## src/design/sfr_pkg.sv

```systemverilog
// ----------------------------------------------------------------------------
// sfr_pkg: shared types and constants of the stuffed frame receiver
// Result word layout, configuration bundle, register indexes and codes.
// ----------------------------------------------------------------------------
`default_nettype none

package sfr_pkg;

    localparam int MAX_PAYLOAD = 1024;
    localparam logic [7:0] START_BYTE = 8'h02;
    localparam int DRCV_W = $clog2(MAX_PAYLOAD + 1);

    localparam logic [15:0] SUM_SEED = 16'hFFFF;
    localparam logic [15:0] COUNT_MAX = 16'hFFFF;
    localparam logic [7:0] ESC_LITERAL = 8'h00;

    // Configuration register indexes.
    localparam int CFG_IDX_W = 3;
    localparam logic [CFG_IDX_W-1:0] CFG_OWN_ADDRESS = 3'd0;
    localparam logic [CFG_IDX_W-1:0] CFG_TIMEOUT = 3'd1;
    localparam logic [CFG_IDX_W-1:0] CFG_ETX_BYTE = 3'd2;
    localparam logic [CFG_IDX_W-1:0] CFG_OPMAP_W0 = 3'd3;
    localparam logic [CFG_IDX_W-1:0] CFG_OPMAP_W1 = 3'd4;
    localparam logic [CFG_IDX_W-1:0] CFG_OPMAP_W2 = 3'd5;
    localparam logic [CFG_IDX_W-1:0] CFG_OPMAP_W3 = 3'd6;

    localparam logic [7:0] OWN_ADDRESS_RST = 8'd0;
    localparam logic [15:0] TIMEOUT_RST = 16'd200;
    localparam logic [7:0] ETX_BYTE_RST = 8'h03;
    localparam logic [63:0] OPMAP_RST = 64'hFFFF_FFFF_FFFF_FFFF;

    // Input actions.
    localparam logic ACT_BYTE = 1'b0;
    localparam logic ACT_TICK = 1'b1;

    // Result kinds.
    localparam logic [1:0] KIND_PAYLOAD = 2'd0;
    localparam logic [1:0] KIND_DONE = 2'd1;
    localparam logic [1:0] KIND_ERROR = 2'd2;

    // Error codes.
    localparam logic [2:0] ERR_NONE = 3'd0;
    localparam logic [2:0] ERR_BAD_START = 3'd1;
    localparam logic [2:0] ERR_BAD_END = 3'd2;
    localparam logic [2:0] ERR_ENCODING = 3'd3;
    localparam logic [2:0] ERR_OPCODE = 3'd4;
    localparam logic [2:0] ERR_CHECKSUM = 3'd5;
    localparam logic [2:0] ERR_TIMEOUT = 3'd6;
    localparam logic [2:0] ERR_OVERFLOW = 3'd7;

    typedef struct packed {
        logic [7:0]   own_address;
        logic [15:0]  timeout_ticks;
        logic [7:0]   etx_byte;
        logic [255:0] opcode_map;
    } cfg_t;

    typedef struct packed {
        logic [1:0]  kind;
        logic [7:0]  payload_byte;
        logic [2:0]  error_code;
        logic [7:0]  src_address;
        logic [7:0]  dst_address;
        logic [7:0]  sequence_res;
        logic [7:0]  command;
        logic [15:0] declared_length;
        logic        addressed_to_us;
    } result_t;

endpackage

`default_nettype wire

```

## src/design/sfr_parser.sv

```systemverilog
// ----------------------------------------------------------------------------
// sfr_parser: frame parsing state and per-word result logic
// Updates the frame state for each accepted word and forms its result.
// ----------------------------------------------------------------------------
`default_nettype none

module sfr_parser (
    input  wire logic            clk,
    input  wire logic            rst_n,
    input  wire logic            accept,
    input  wire logic            action,
    input  wire logic [7:0]      rx_byte,
    input  wire sfr_pkg::cfg_t   cfg,
    output logic                 res_valid,
    output sfr_pkg::result_t     res
);
    import sfr_pkg::*;

    typedef enum logic [3:0] {
        PH_IDLE, PH_STX2, PH_MASTER, PH_SLAVE, PH_SEQ, PH_LENLO, PH_LENHI,
        PH_OPCODE, PH_DATA, PH_CRCLO, PH_CRCHI, PH_END1, PH_END2
    } phase_t;

    phase_t              phase_reg, phase_next;
    logic                esc_reg, esc_next;
    logic [15:0]         run_sum_reg, run_sum_next;
    logic [15:0]         exp_sum_reg, exp_sum_next;
    logic [15:0]         remain_reg, remain_next;
    logic [DRCV_W-1:0]   received_reg, received_next;
    logic [7:0]          src_reg, src_next;
    logic [7:0]          dst_reg, dst_next;
    logic [7:0]          seq_reg, seq_next;
    logic [7:0]          cmd_reg, cmd_next;
    logic [15:0]         length_reg, length_next;
    logic [15:0]         timer_count_reg, timer_count_next;
    logic                timer_run_reg, timer_run_next;

    logic                emit;
    logic [1:0]          emit_kind;
    logic [2:0]          emit_err;
    logic [7:0]          emit_byte;
    logic                take_field;
    logic [7:0]          field_byte;
    logic [15:0]         tick_count;
    logic [15:0]         remain_dec;

    always_comb
    begin
        phase_next = phase_reg;
        esc_next = esc_reg;
        run_sum_next = run_sum_reg;
        exp_sum_next = exp_sum_reg;
        remain_next = remain_reg;
        received_next = received_reg;
        src_next = src_reg;
        dst_next = dst_reg;
        seq_next = seq_reg;
        cmd_next = cmd_reg;
        length_next = length_reg;
        timer_count_next = timer_count_reg;
        timer_run_next = timer_run_reg;
        emit = 1'b0;
        emit_kind = KIND_ERROR;
        emit_err = ERR_NONE;
        emit_byte = 8'd0;
        take_field = 1'b0;
        field_byte = rx_byte;
        tick_count = (timer_count_reg != COUNT_MAX) ? timer_count_reg + 16'd1
                                                    : timer_count_reg;
        remain_dec = (remain_reg != 16'd0) ? remain_reg - 16'd1 : remain_reg;

        if (accept && action == ACT_TICK)
        begin
            if (timer_run_reg)
            begin
                timer_count_next = tick_count;
                if (tick_count >= cfg.timeout_ticks)
                begin
                    emit = 1'b1;
                    emit_err = ERR_TIMEOUT;
                    phase_next = PH_IDLE;
                    esc_next = 1'b0;
                    timer_run_next = 1'b0;
                end
            end
        end
        else if (accept)
        begin
            unique case (phase_reg)
                PH_STX2:
                begin
                    if (rx_byte == START_BYTE)
                    begin
                        phase_next = PH_MASTER;
                    end
                    else
                    begin
                        emit = 1'b1;
                        emit_err = ERR_BAD_START;
                        phase_next = PH_IDLE;
                        esc_next = 1'b0;
                        timer_run_next = 1'b0;
                    end
                end
                PH_END1:
                begin
                    if (rx_byte == START_BYTE)
                    begin
                        phase_next = PH_END2;
                    end
                    else
                    begin
                        emit = 1'b1;
                        emit_err = ERR_BAD_END;
                    end
                end
                PH_END2:
                begin
                    phase_next = PH_IDLE;
                    timer_run_next = 1'b0;
                    emit = 1'b1;
                    if (rx_byte != cfg.etx_byte)
                    begin
                        emit_err = ERR_BAD_END;
                    end
                    else if (exp_sum_reg != run_sum_reg)
                    begin
                        emit_err = ERR_CHECKSUM;
                    end
                    else
                    begin
                        emit_kind = KIND_DONE;
                    end
                end
                PH_MASTER, PH_SLAVE, PH_SEQ, PH_LENLO, PH_LENHI, PH_OPCODE,
                PH_DATA, PH_CRCLO, PH_CRCHI:
                begin
                    // A start byte inside the frame must be followed by the
                    // literal marker; the pair stands for one start byte.
                    if (esc_reg)
                    begin
                        if (rx_byte != ESC_LITERAL)
                        begin
                            emit = 1'b1;
                            emit_err = ERR_ENCODING;
                            phase_next = PH_IDLE;
                            esc_next = 1'b0;
                            timer_run_next = 1'b0;
                        end
                        else
                        begin
                            esc_next = 1'b0;
                            take_field = 1'b1;
                            field_byte = START_BYTE;
                        end
                    end
                    else if (rx_byte == START_BYTE)
                    begin
                        esc_next = 1'b1;
                    end
                    else
                    begin
                        take_field = 1'b1;
                    end
                end
                default:
                begin
                    if (rx_byte != START_BYTE)
                    begin
                        phase_next = PH_IDLE;
                        emit = 1'b1;
                        emit_err = ERR_BAD_START;
                    end
                    else
                    begin
                        phase_next = PH_STX2;
                        esc_next = 1'b0;
                        timer_count_next = 16'd0;
                        timer_run_next = 1'b1;
                        src_next = 8'd0;
                        dst_next = 8'd0;
                        seq_next = 8'd0;
                        cmd_next = 8'd0;
                        length_next = 16'd0;
                        received_next = '0;
                        remain_next = 16'd0;
                    end
                end
            endcase

            if (take_field)
            begin
                unique case (phase_reg)
                    PH_MASTER:
                    begin
                        src_next = field_byte;
                        run_sum_next = SUM_SEED + {8'd0, field_byte};
                        phase_next = PH_SLAVE;
                    end
                    PH_SLAVE:
                    begin
                        dst_next = field_byte;
                        run_sum_next = run_sum_reg + {8'd0, field_byte};
                        phase_next = PH_SEQ;
                    end
                    PH_SEQ:
                    begin
                        seq_next = field_byte;
                        run_sum_next = run_sum_reg + {8'd0, field_byte};
                        phase_next = PH_LENLO;
                    end
                    PH_LENLO:
                    begin
                        length_next = {8'd0, field_byte};
                        run_sum_next = run_sum_reg + {8'd0, field_byte};
                        phase_next = PH_LENHI;
                    end
                    PH_LENHI:
                    begin
                        length_next = {field_byte, length_reg[7:0]};
                        run_sum_next = run_sum_reg + {8'd0, field_byte};
                        phase_next = PH_OPCODE;
                    end
                    PH_OPCODE:
                    begin
                        cmd_next = field_byte;
                        if (!cfg.opcode_map[field_byte])
                        begin
                            emit = 1'b1;
                            emit_err = ERR_OPCODE;
                            phase_next = PH_IDLE;
                            esc_next = 1'b0;
                            timer_run_next = 1'b0;
                        end
                        else
                        begin
                            run_sum_next = run_sum_reg + {8'd0, field_byte};
                            received_next = '0;
                            if (length_reg > 16'd1)
                            begin
                                remain_next = length_reg - 16'd1;
                                phase_next = PH_DATA;
                            end
                            else
                            begin
                                remain_next = 16'd0;
                                phase_next = PH_CRCLO;
                            end
                        end
                    end
                    PH_DATA:
                    begin
                        emit = 1'b1;
                        if (received_reg >= DRCV_W'(MAX_PAYLOAD))
                        begin
                            emit_err = ERR_OVERFLOW;
                            phase_next = PH_IDLE;
                            esc_next = 1'b0;
                            timer_run_next = 1'b0;
                        end
                        else
                        begin
                            received_next = received_reg + DRCV_W'(1);
                            run_sum_next = run_sum_reg + {8'd0, field_byte};
                            remain_next = remain_dec;
                            if (remain_dec == 16'd0)
                            begin
                                phase_next = PH_CRCLO;
                            end
                            emit_kind = KIND_PAYLOAD;
                            emit_byte = field_byte;
                        end
                    end
                    PH_CRCLO:
                    begin
                        exp_sum_next = {8'd0, field_byte};
                        phase_next = PH_CRCHI;
                    end
                    default:
                    begin
                        exp_sum_next = {field_byte, exp_sum_reg[7:0]};
                        phase_next = PH_END1;
                    end
                endcase
            end
        end
    end

    // Every result reports the header fields as they stand after this word.
    always_comb
    begin
        res_valid = emit;
        res.kind = emit_kind;
        res.payload_byte = emit_byte;
        res.error_code = emit_err;
        res.src_address = src_next;
        res.dst_address = dst_next;
        res.sequence_res = seq_next;
        res.command = cmd_next;
        res.declared_length = length_next;
        res.addressed_to_us = (emit_kind != KIND_ERROR) && (dst_next == cfg.own_address);
    end

    always_ff @(posedge clk or negedge rst_n)
    begin
        if (!rst_n)
        begin
            phase_reg <= PH_IDLE;
            esc_reg <= 1'b0;
            run_sum_reg <= 16'd0;
            exp_sum_reg <= 16'd0;
            remain_reg <= 16'd0;
            received_reg <= '0;
            src_reg <= 8'd0;
            dst_reg <= 8'd0;
            seq_reg <= 8'd0;
            cmd_reg <= 8'd0;
            length_reg <= 16'd0;
            timer_count_reg <= 16'd0;
            timer_run_reg <= 1'b0;
        end
        else
        begin
            phase_reg <= phase_next;
            esc_reg <= esc_next;
            run_sum_reg <= run_sum_next;
            exp_sum_reg <= exp_sum_next;
            remain_reg <= remain_next;
            received_reg <= received_next;
            src_reg <= src_next;
            dst_reg <= dst_next;
            seq_reg <= seq_next;
            cmd_reg <= cmd_next;
            length_reg <= length_next;
            timer_count_reg <= timer_count_next;
            timer_run_reg <= timer_run_next;
        end
    end

endmodule

`default_nettype wire

```

## src/design/sfr_out_buf.sv

```systemverilog
// ----------------------------------------------------------------------------
// sfr_out_buf: result register with skid stage
// Holds results for the output channel and stalls input only when both
// the output register and the skid stage are occupied.
// ----------------------------------------------------------------------------
`default_nettype none

module sfr_out_buf (
    input  wire logic              clk,
    input  wire logic              rst_n,
    input  wire logic              push,
    input  wire sfr_pkg::result_t  push_data,
    output logic                   full,
    output logic                   out_valid,
    input  wire logic              out_stall,
    output sfr_pkg::result_t       out_data
);
    import sfr_pkg::*;

    logic      main_valid_reg, main_valid_next;
    logic      skid_valid_reg, skid_valid_next;
    result_t   main_reg, main_next;
    result_t   skid_reg, skid_next;
    logic      pop;

    assign pop = main_valid_reg && !out_stall;

    // A push only arrives while the skid stage is empty.
    always_comb
    begin
        main_valid_next = main_valid_reg;
        skid_valid_next = skid_valid_reg;
        main_next = main_reg;
        skid_next = skid_reg;
        if (main_valid_reg && !pop)
        begin
            if (push)
            begin
                skid_next = push_data;
                skid_valid_next = 1'b1;
            end
        end
        else
        begin
            main_valid_next = skid_valid_reg || push;
            main_next = skid_valid_reg ? skid_reg : push_data;
            skid_valid_next = 1'b0;
        end
    end

    always_ff @(posedge clk or negedge rst_n)
    begin
        if (!rst_n)
        begin
            main_valid_reg <= 1'b0;
            skid_valid_reg <= 1'b0;
        end
        else
        begin
            main_valid_reg <= main_valid_next;
            skid_valid_reg <= skid_valid_next;
        end
    end

    always_ff @(posedge clk)
    begin
        main_reg <= main_next;
        skid_reg <= skid_next;
    end

    assign full = skid_valid_reg;
    assign out_valid = main_valid_reg;
    assign out_data = main_reg;

endmodule

`default_nettype wire

```

## src/design/stuffed_frame_receiver_unit.sv

```systemverilog
// ----------------------------------------------------------------------------
// stuffed_frame_receiver_unit: byte-stuffed frame receiver
// Parses start/end delimited frames with an additive checksum.
//
// Input channel (in_valid / in_stall): one word per accepted cycle, either
// a received line byte (action 0) or one timer tick (action 1).
// Output channel (out_valid / out_stall): at most one result word per
// input word: a payload byte, a frame-complete report, or an error.
// Configuration channel (cfg_valid / cfg_ready): always ready; the user must
// write it only while the receiver is idle, as the unit does not enforce it.
// Throughput is one input word per cycle while in_stall is low. A result is
// registered in the output register, or in the skid stage if that is held.
// Parsing state is updated in the accepting cycle, so the next word may follow at once.
// When out_stall holds, results collect in the output register and one
// skid stage; in_stall rises only once both are occupied.
// Reset clears the parser to wait for a first start byte, stops the
// timer, empties the output stages and loads the register defaults.
// ----------------------------------------------------------------------------
`default_nettype none

module stuffed_frame_receiver_unit (
    input  wire logic                           clk,
    input  wire logic                           rst_n,
    input  wire logic                           in_valid,
    output logic                                in_stall,
    input  wire logic                           action,
    input  wire logic [7:0]                     rx_byte,
    output logic                                out_valid,
    input  wire logic                           out_stall,
    output logic [1:0]                          kind,
    output logic [7:0]                          payload_byte,
    output logic [2:0]                          error_code,
    output logic [7:0]                          src_address,
    output logic [7:0]                          dst_address,
    output logic [7:0]                          sequence_res,
    output logic [7:0]                          command,
    output logic [15:0]                         declared_length,
    output logic                                addressed_to_us,
    input  wire logic                           cfg_valid,
    output logic                                cfg_ready,
    input  wire logic [sfr_pkg::CFG_IDX_W-1:0]  cfg_index,
    input  wire logic [63:0]                    cfg_data
);
    import sfr_pkg::*;

    cfg_t     cfg_reg;
    logic     accept;
    logic     res_valid;
    result_t  res;
    result_t  out_data;
    logic     buf_full;

    assign cfg_ready = 1'b1;
    assign in_stall = buf_full;
    assign accept = in_valid && !buf_full;

    always_ff @(posedge clk or negedge rst_n)
    begin
        if (!rst_n)
        begin
            cfg_reg.own_address <= OWN_ADDRESS_RST;
            cfg_reg.timeout_ticks <= TIMEOUT_RST;
            cfg_reg.etx_byte <= ETX_BYTE_RST;
            cfg_reg.opcode_map <= {OPMAP_RST, OPMAP_RST, OPMAP_RST, OPMAP_RST};
        end
        else if (cfg_valid && cfg_ready)
        begin
            unique case (cfg_index)
                CFG_OWN_ADDRESS: cfg_reg.own_address <= cfg_data[7:0];
                CFG_TIMEOUT:     cfg_reg.timeout_ticks <= cfg_data[15:0];
                CFG_ETX_BYTE:    cfg_reg.etx_byte <= cfg_data[7:0];
                CFG_OPMAP_W0:    cfg_reg.opcode_map[63:0] <= cfg_data;
                CFG_OPMAP_W1:    cfg_reg.opcode_map[127:64] <= cfg_data;
                CFG_OPMAP_W2:    cfg_reg.opcode_map[191:128] <= cfg_data;
                CFG_OPMAP_W3:    cfg_reg.opcode_map[255:192] <= cfg_data;
                default:         cfg_reg <= cfg_reg;
            endcase
        end
    end

    sfr_parser u_parser (
        .clk       (clk),
        .rst_n     (rst_n),
        .accept    (accept),
        .action    (action),
        .rx_byte   (rx_byte),
        .cfg       (cfg_reg),
        .res_valid (res_valid),
        .res       (res)
    );

    sfr_out_buf u_out_buf (
        .clk       (clk),
        .rst_n     (rst_n),
        .push      (res_valid),
        .push_data (res),
        .full      (buf_full),
        .out_valid (out_valid),
        .out_stall (out_stall),
        .out_data  (out_data)
    );

    assign kind = out_data.kind;
    assign payload_byte = out_data.payload_byte;
    assign error_code = out_data.error_code;
    assign src_address = out_data.src_address;
    assign dst_address = out_data.dst_address;
    assign sequence_res = out_data.sequence_res;
    assign command = out_data.command;
    assign declared_length = out_data.declared_length;
    assign addressed_to_us = out_data.addressed_to_us;

endmodule

`default_nettype wire
```

## config.mk

```make
export PLATFORM = sky130hd
export DESIGN_NAME = stuffed_frame_receiver_unit
export DESIGN_NICKNAME = d
export VERILOG_FILES = /design/src/design/sfr_pkg.sv /design/src/design/sfr_parser.sv /design/src/design/sfr_out_buf.sv /design/src/design/stuffed_frame_receiver_unit.sv
export SDC_FILE = /design/constraint.sdc
export NUM_CORES = 1
export LEC_CHECK = 0
export BUFFER_PORTS_ARGS = -buffer_cell sky130_fd_sc_hd__buf_4
export CAP_MARGIN = 25
export CORE_UTILIZATION = 56
export DETAILED_ROUTE_END_ITERATION = 12
export HOLD_SLACK_MARGIN = 0.1
export PLACE_DENSITY = 0.87
export SKIP_CTS_REPAIR_TIMING = 1
export SYNTH_ARGS = -nofsm -noshare
export SYNTH_HDL_FRONTEND = slang
export SYNTH_SLANG_ARGS = --single-unit
```

## constraint.sdc

```tcl
create_clock -name clk -period 5.84 [get_ports clk]
set_input_delay 0.584 -clock clk [delete_from_list [all_inputs] [get_ports clk]]
set_output_delay 0.584 -clock clk [all_outputs]
set_load 0.02 [all_outputs]
```

Word-level counts from Yosys, hierarchy flattened:

Index checks and enable logic that the tools add are counted.

* muxes and demuxes: 152
* equal/unequal tests: 32
* order comparisons: 4
* bitwise logic cells: 2
* reduce and logical (&&, ||, !) cells: 35
* add/subtract/negate cells: 6

Operator list (count)
* $mux W16: 20
* $mux W8: 34
* $pmux W16 S2: 3
* $pmux W16 S4: 1
* $mux W62: 1
* $mux W11: 5
* $mux W1: 44
* $mux W4: 11
* $pmux W4 S8: 1
* $sub A16 B1 Y16 const B: 2
* $mux W3: 10
* $mux W2: 11
* $pmux W11 S2: 1
* $eq A4 B4 Y1 const B: 5
* $reduce_and A2 Y1: 9
* $add A16 B1 Y16 const B: 1
* $add A16 B8 Y16: 1
* $eq A4 B3 Y1 const B: 4
* $ge A16 B16 Y1: 1
* $gt A16 B1 Y1 const B: 1
* $logic_not A16 Y1: 1
* $ne A16 B16 Y1: 1
* $ne A16 B16 Y1 const B: 1
* $pmux W4 S4: 1
* 39 further kinds: 61

* register bits after elaboration: 543
* output and inout port bits: 65
* word-level logic and storage cells: 272

Logic depth before layout (Yosys ltp):

* depth in word-level cells: 15
* gate-level depth with buffers: 20
* mapped depth without buffers: 20

Modules after synthesis:

From an unflattened synthesis, not the netlist that was laid out.

* cell total of the unflattened synthesis: 2155
* area total of the unflattened synthesis: 27666.5 sq um

Modules (own cells, without submodules)
* stuffed_frame_receiver_unit: area each 11447.2 sq um, cells each 617, sequential area each 7533.5 sq um, times used 1
* sfr_parser: area each 11369.7 sq um, cells each 1339, sequential area each 3228.1 sq um, times used 1
* sfr_out_buf: area each 4849.7 sq um, cells each 199, sequential area each 3773.6 sq um, times used 1

Worst setup path before layout:

No wires, ideal clock.

* path kind: input port to flip-flop
* start: input port rx_byte[3]
* end: register u_out_buf.skid_reg[0] (netlist name), enable pin
* stages on the path: 15
* setup time: 482 ps
* arrival: 6171 ps
* slack: -813 ps
* buffers on the path: 4
* path through: buf_6 -> or4_4 -> or3_1 -> buf_2 -> o21ai_4 -> buf_6 -> buf_4 -> mux4_2 -> nand2_1 -> nand3_1 -> a41oi_1 -> o22ai_2 -> nor2_1 -> o21ai_0 -> nor2_1

* cells in the longest elaborated chain, start to end: 14
* elaborated cells on any way between the ends: 26
* those cells by class: eq/ne (2); mux (22); reduce/logical (2)

RTL lines
* start: declaration: RTL line stuffed_frame_receiver_unit.sv:27 `input wire logic [7:0] rx_byte,`
* $reduce_bool A8 Y1: RTL line sfr_parser.sv:142 `if (rx_byte != ESC_LITERAL)`
* $mux W8: RTL line sfr_parser.sv:142
* $mux W8: RTL line sfr_parser.sv:140 `if (esc_reg)`
* $mux W8: RTL line sfr_parser.sv:89 `unique case (phase_reg)`
* $mux W8: RTL line sfr_parser.sv:87 `else if (accept)`
* $mux W8: RTL line sfr_parser.sv:72 `if (accept && action == ACT_TICK)`
* $bmux W1 S8: RTL line sfr_parser.sv:227 `if (!cfg.opcode_map[field_byte])`
* $mux W1 (implied by the code): RTL line sfr_parser.sv:227
* $mux W1: RTL line sfr_parser.sv:227
* $pmux W1 S2: RTL line sfr_parser.sv:193 `unique case (phase_reg)`
* $mux W1 *: RTL line sfr_parser.sv:191 `if (take_field)`
* $mux W1 *: RTL line sfr_parser.sv:87
* $mux W1 *: RTL line sfr_parser.sv:72
* $reduce_and A2 Y1 (no line) *
* end signal: assignment: RTL line sfr_out_buf.sv:68 `skid_reg <= skid_next;`
* end: declaration: RTL line sfr_out_buf.sv:23 `result_t skid_reg, skid_next;`

Every way passes the cells marked *; elsewhere a longest branch is shown, timed or not. The select of a mux whose other input is x is not followed.
A chain may end at the register's enable or synchronous reset.

Worst setup path in the final report:

* start: register u_parser.timer_count_reg[0]
* end: register u_out_buf.skid_reg[59] (netlist name), enable pin

* cells in the longest elaborated chain, start to end: 7
* elaborated cells on any way between the ends: 8
* those cells by class: add/sub (1); order compare (1); eq/ne (1); mux (4); reduce/logical (1)

RTL lines
* start: declaration: RTL line sfr_parser.sv:35 `logic [15:0] timer_count_reg, timer_count_next;`
* start signal: assignment: RTL line sfr_parser.sv:335 `timer_count_reg <= timer_count_next;`
* $add A16 B1 Y16 or $ne A16 B16 Y1 (tied branches): RTL line sfr_parser.sv:68 `tick_count = (timer_count_reg != COUNT_MAX) ? timer_count_reg + 16'd1`
* $mux W16 *: RTL line sfr_parser.sv:68
* $ge A16 B16 Y1 *: RTL line sfr_parser.sv:77 `if (tick_count >= cfg.timeout_ticks)`
* $mux W1 *: RTL line sfr_parser.sv:77
* $mux W1 *: RTL line sfr_parser.sv:74 `if (timer_run_reg)`
* $mux W1 *: RTL line sfr_parser.sv:72
* $reduce_and A2 Y1 (no line) *

Every way passes the cells marked *; elsewhere a longest branch is shown, timed or not.

==> flow_summary.json <==
{
  "port_buffers": 144,
  "die_h_um": 221.0,
  "clock-sinks": 543,
  "syn-instance-count": 2283,
  "dieArea_um2": 48850,
  "ys.warnings.count": 0,
  "cp_common_cell": "nand3_1",
  "cts-root-buf": "clkbuf_16",
  "synth_area_leaders": "dfstp_2, dfrtp_1, mux2_2",
  "ios": 146,
  "synthMuxAreaShare": 0.1717,
  "max_slew_margin": 0.1830,
  "drtIter0Drc": 2029,
  "fillers": 3346,
  "critPathArrivalTime_ns": 5.52,
  "final_antenna_net_count": 0,
  "grt-ovfl-total": 0,
  "antenna_cells": 0,
  "num-nets-final": 2511,
  "syn_area_um2": 26860,
  "critical_path.cell_chain": "ha_1 -> nand3_1 -> nor2_1 -> nand3_1 -> xnor2_1 -> ha_1 -> nand2b_1 -> a21o_1 -> a21o_1 -> a211oi_1 -> o21bai_1 -> a31oi_1 -> o21ai_0 -> nand2_1 -> nand3_1 -> o21ai_2 -> nor2_4 -> buf_4",
  "max-vdd-ir-drop_v": 0.0003003,
  "postSynthAreaPerCell_um2": 11.77,
  "yosys.area_share.xor_xnor": 0.02641,
  "layout_min_cycle_time_ns": 5.223,
  "grt_max_degree": 196,
  "drive_gt1_frac": 0.3825,
  "yosysSeqAreaShare": 0.5411,
  "grt.total_usage": 0.2996,
  "pre_cts_slack_ns": 0.7333,
  "area_delta_synth_final_pct": 13.43,
  "final_util": 0.6490,
  "powerDensity_nw_per_um2": 411.3,
  "synthArstFlopShare": 0.7716,
  "core_area_um2": 46950,
  "synth.distinct_cells": 85,
  "path_clk_slew_ns": 0.06,
  "min_period_over_period": 0.8944,
  "yosysTopAreaCellShare": 0.2553,
  "synthAdderAreaFrac": 0.01658,
  "timing.final.hold_violations": 0,
  "antenna_found_initial": 0,
  "die_x_um": 221.0,
  "cts_max_level": 2,
  "critPathLaunchType": "flop",
  "initial_core_util": 0.5722,
  "avgRoutedWirePerCell_um": 24.05,
  "cp.required_ns": 6.13,
  "routed_via_density": 6.485,
  "yosys.area_share.simple": 0.09636,
  "wl_um": 73130,
  "first_pass_iters": 6,
  "vias": 19722,
  "synth_flop_cell": "dfstp_2",
  "grt_pass1_vias": 20152,
  "slew_viol_final": 0,
  "rsz0062_at_grt": "no",
  "tritoncts": "built",
  "synth_nets": 2399,
  "worst_pin_slew_ns": 1.226,
  "finClkSkew_ns": 0.01678,
  "synth_compound_area_frac": 0.1188,
  "setup_slack_ns": 0.6170,
  "crit_path_end_kind": "flop",
  "synth_top_family_by_area": "multiplexers",
  "max_stage_delay_ns": 0.70,
  "crit_slowest_cell": "nor2_4",
  "hpwl_um": 48690,
  "grt_pass1_wl_um": 115500,
  "rows": 79,
  "ys_seq_elements": 543,
  "worst-path-max-fanout": 30,
  "cts_buffer_depth": 3,
  "numCtsBuffers": 55,
  "outcome": "finished clean",
  "max_freq_mhz": 191.5,
  "detail_route.drc_violations": 0,
  "p_leak_nw": 12.56,
  "crit_type": "reg -> reg",
  "largest_register_ffs": 288,
  "gp_congestion": 0.9594,
  "yosys.area.top_type": "dfstp_2",
  "hold_path_class": "in -> reg",
  "maxCapViolations": 0,
  "clkLatencyLatePin_ns": 0.63,
  "synth_edf_count": 124,
  "setup_viol": 0
}
==> worst max-delay path, delay by kind of cell, from the launching register on <==
| kind | cells | cell delay [ns] |
|---|---|---|
| AND/OR/NAND/NOR | 7 | 1.98 |
| AO/OA/AOI/OAI | 7 | 1.20 |
| adder cells (fa/ha/maj) | 2 | 0.55 |
| flip-flops | 1 | 0.48 |
| buffers and inverters | 1 | 0.42 |
| XOR/XNOR | 1 | 0.23 |
==> Yosys cell counts, drive strengths merged (11+ instances only) <==
| library cell | instances |
|---|---|
| mux2 | 344 |
| nand2 | 208 |
| o21ai | 126 |
| xor2 | 24 |
| nand3 | 54 |
| or3 | 13 |
| a221oi | 13 |
| a21o | 27 |
| o31ai | 14 |
| xnor2 | 57 |
| clkbuf | 116 |
| inv | 43 |
| o22ai | 11 |
| nor3 | 46 |
| nand4 | 21 |
| ha | 34 |
| o211ai | 25 |
| dfrtp | 158 |
| buf | 33 |
| a22o | 15 |
| mux2i | 40 |
| and2 | 12 |
| a211oi | 13 |
| mux4 | 15 |
| nor4 | 20 |
| a32o | 24 |
| a21oi | 86 |
| nor2 | 127 |
| dfstp | 261 |
| a31oi | 27 |
| nand2b | 14 |
| edfxtp | 124 |
==> report_power, final <==
| group | internal, mW | total (mW) | switching, mW |
|---|---|---|---|
| Combinational | 1.42 | 3.37 | 1.95 |
| Sequential | 5.03 | 5.55 | 0.518 |
| Clock | 2.09 | 3.61 | 1.52 |
==> placed cells by master, fill, tap and decap left out, types with 12 or more instances in the layout <==
cell type	netlist	routed
nor4_1	19	18
dfrtp_1	158	158
nand3_1	54	54
mux2i_1	40	40
inv_1	43	43
xnor2_1	57	57
dfstp_2	261	261
a21o_1	27	27
nor2_1	127	125
nand2b_1	14	14
xor2_1	24	24
or3_1	13	13
nand2_1	208	207
buf_4	3	200
mux4_2	15	15
o211ai_1	25	25
clkbuf_16	0	56
a211oi_1	13	13
edfxtp_1	124	124
mux2_2	344	344
a221oi_1	12	12
o31ai_1	14	14
nand4_1	21	21
ha_1	34	34
nor3_1	46	45
and2_1	12	12
a22o_1	15	15
a31oi_1	27	27
a21oi_1	85	85
a32o_1	24	24
o21ai_0	118	117
==> metrics by stage <==
stage                     cell area (um^2)  hold slack [ns]  total power [mW]  setup TNS [ns]  instances
after global placement               28620           0.4829             8.756               0       2943
after detailed placement             28620           0.5015             8.891               0       2943
after CTS                            30460          -0.1520             12.53               0       3039
final                                30470           0.2082             12.53               0       3041
after floorplan                      26910           0.2884             7.686          -22.37       2283
after global routing                 30470           0.2124             13.06               0       3041
==> metal layers <==
| metal | wire, um | part of all wire | track usage | vias to the layer above |
|---|---|---|---|---|
| li1 | - | - | - | 8642 |
| met1 | 29050 | 0.40 | 0.3888 | 9843 |
| met2 | 35540 | 0.49 | 0.4968 | 998 |
| met3 | 5173 | 0.071 | 0.04143 | 239 |
| met4 | 3372 | 0.046 | 0.1469 | 0 |
| met5 | 0 | 0 | 0 | - |
==> worst paths after layout <==
kind	from	endpoint	slack [ns]	depth (start not counted)
worst max-delay path	u_parser.timer_count_reg[0]$_DFFE_PN0P_	u_out_buf.skid_reg[59]$_DFFE_PP_	0.62	18
worst min-delay path	cfg_data[9]	cfg_reg[273]$_DFFE_PN0P_	0.21	3
worst max register to register	u_parser.timer_count_reg[0]$_DFFE_PN0P_	u_out_buf.skid_reg[59]$_DFFE_PP_	0.62	18
worst min register to register	u_parser.exp_sum_reg[15]$_DFFE_PN0P_	u_parser.exp_sum_reg[15]$_DFFE_PN0P_	0.51	2
max in group asynchronous	rst_n	u_parser.run_sum_reg[3]$_DFFE_PN0P_	4.03	3
min in group asynchronous	rst_n	u_parser.remain_reg[1]$_DFFE_PN0P_	0.45	2
==> final cells by class <==
| type | instances | area [um^2] | area share |
|---|---|---|---|
| Sequential cell | 543 | 14540 | 0.4770 |
| Tap cell | 607 | 759.5 | 0.02492 |
| Clock inverter | 27 | 335.3 | 0.01100 |
| Clock buffer | 69 | 1500 | 0.04923 |
| Multi-Input combinational cell | 1546 | 11610 | 0.3809 |
| Timing Repair Buffer | 204 | 1567 | 0.05141 |
| Inverter | 45 | 168.9 | 0.005543 |
==> kinds of logic after synthesis <==
family                   Yosys count
AND/OR/NAND/NOR                  560
flip-flops                       543
AO/OA/AOI/OAI                    470
multiplexers                     399
buffers and inverters            194
XOR/XNOR                          81
adder cells (fa/ha/maj)           35
other                              1
Power figures use the tool's default switching activity.
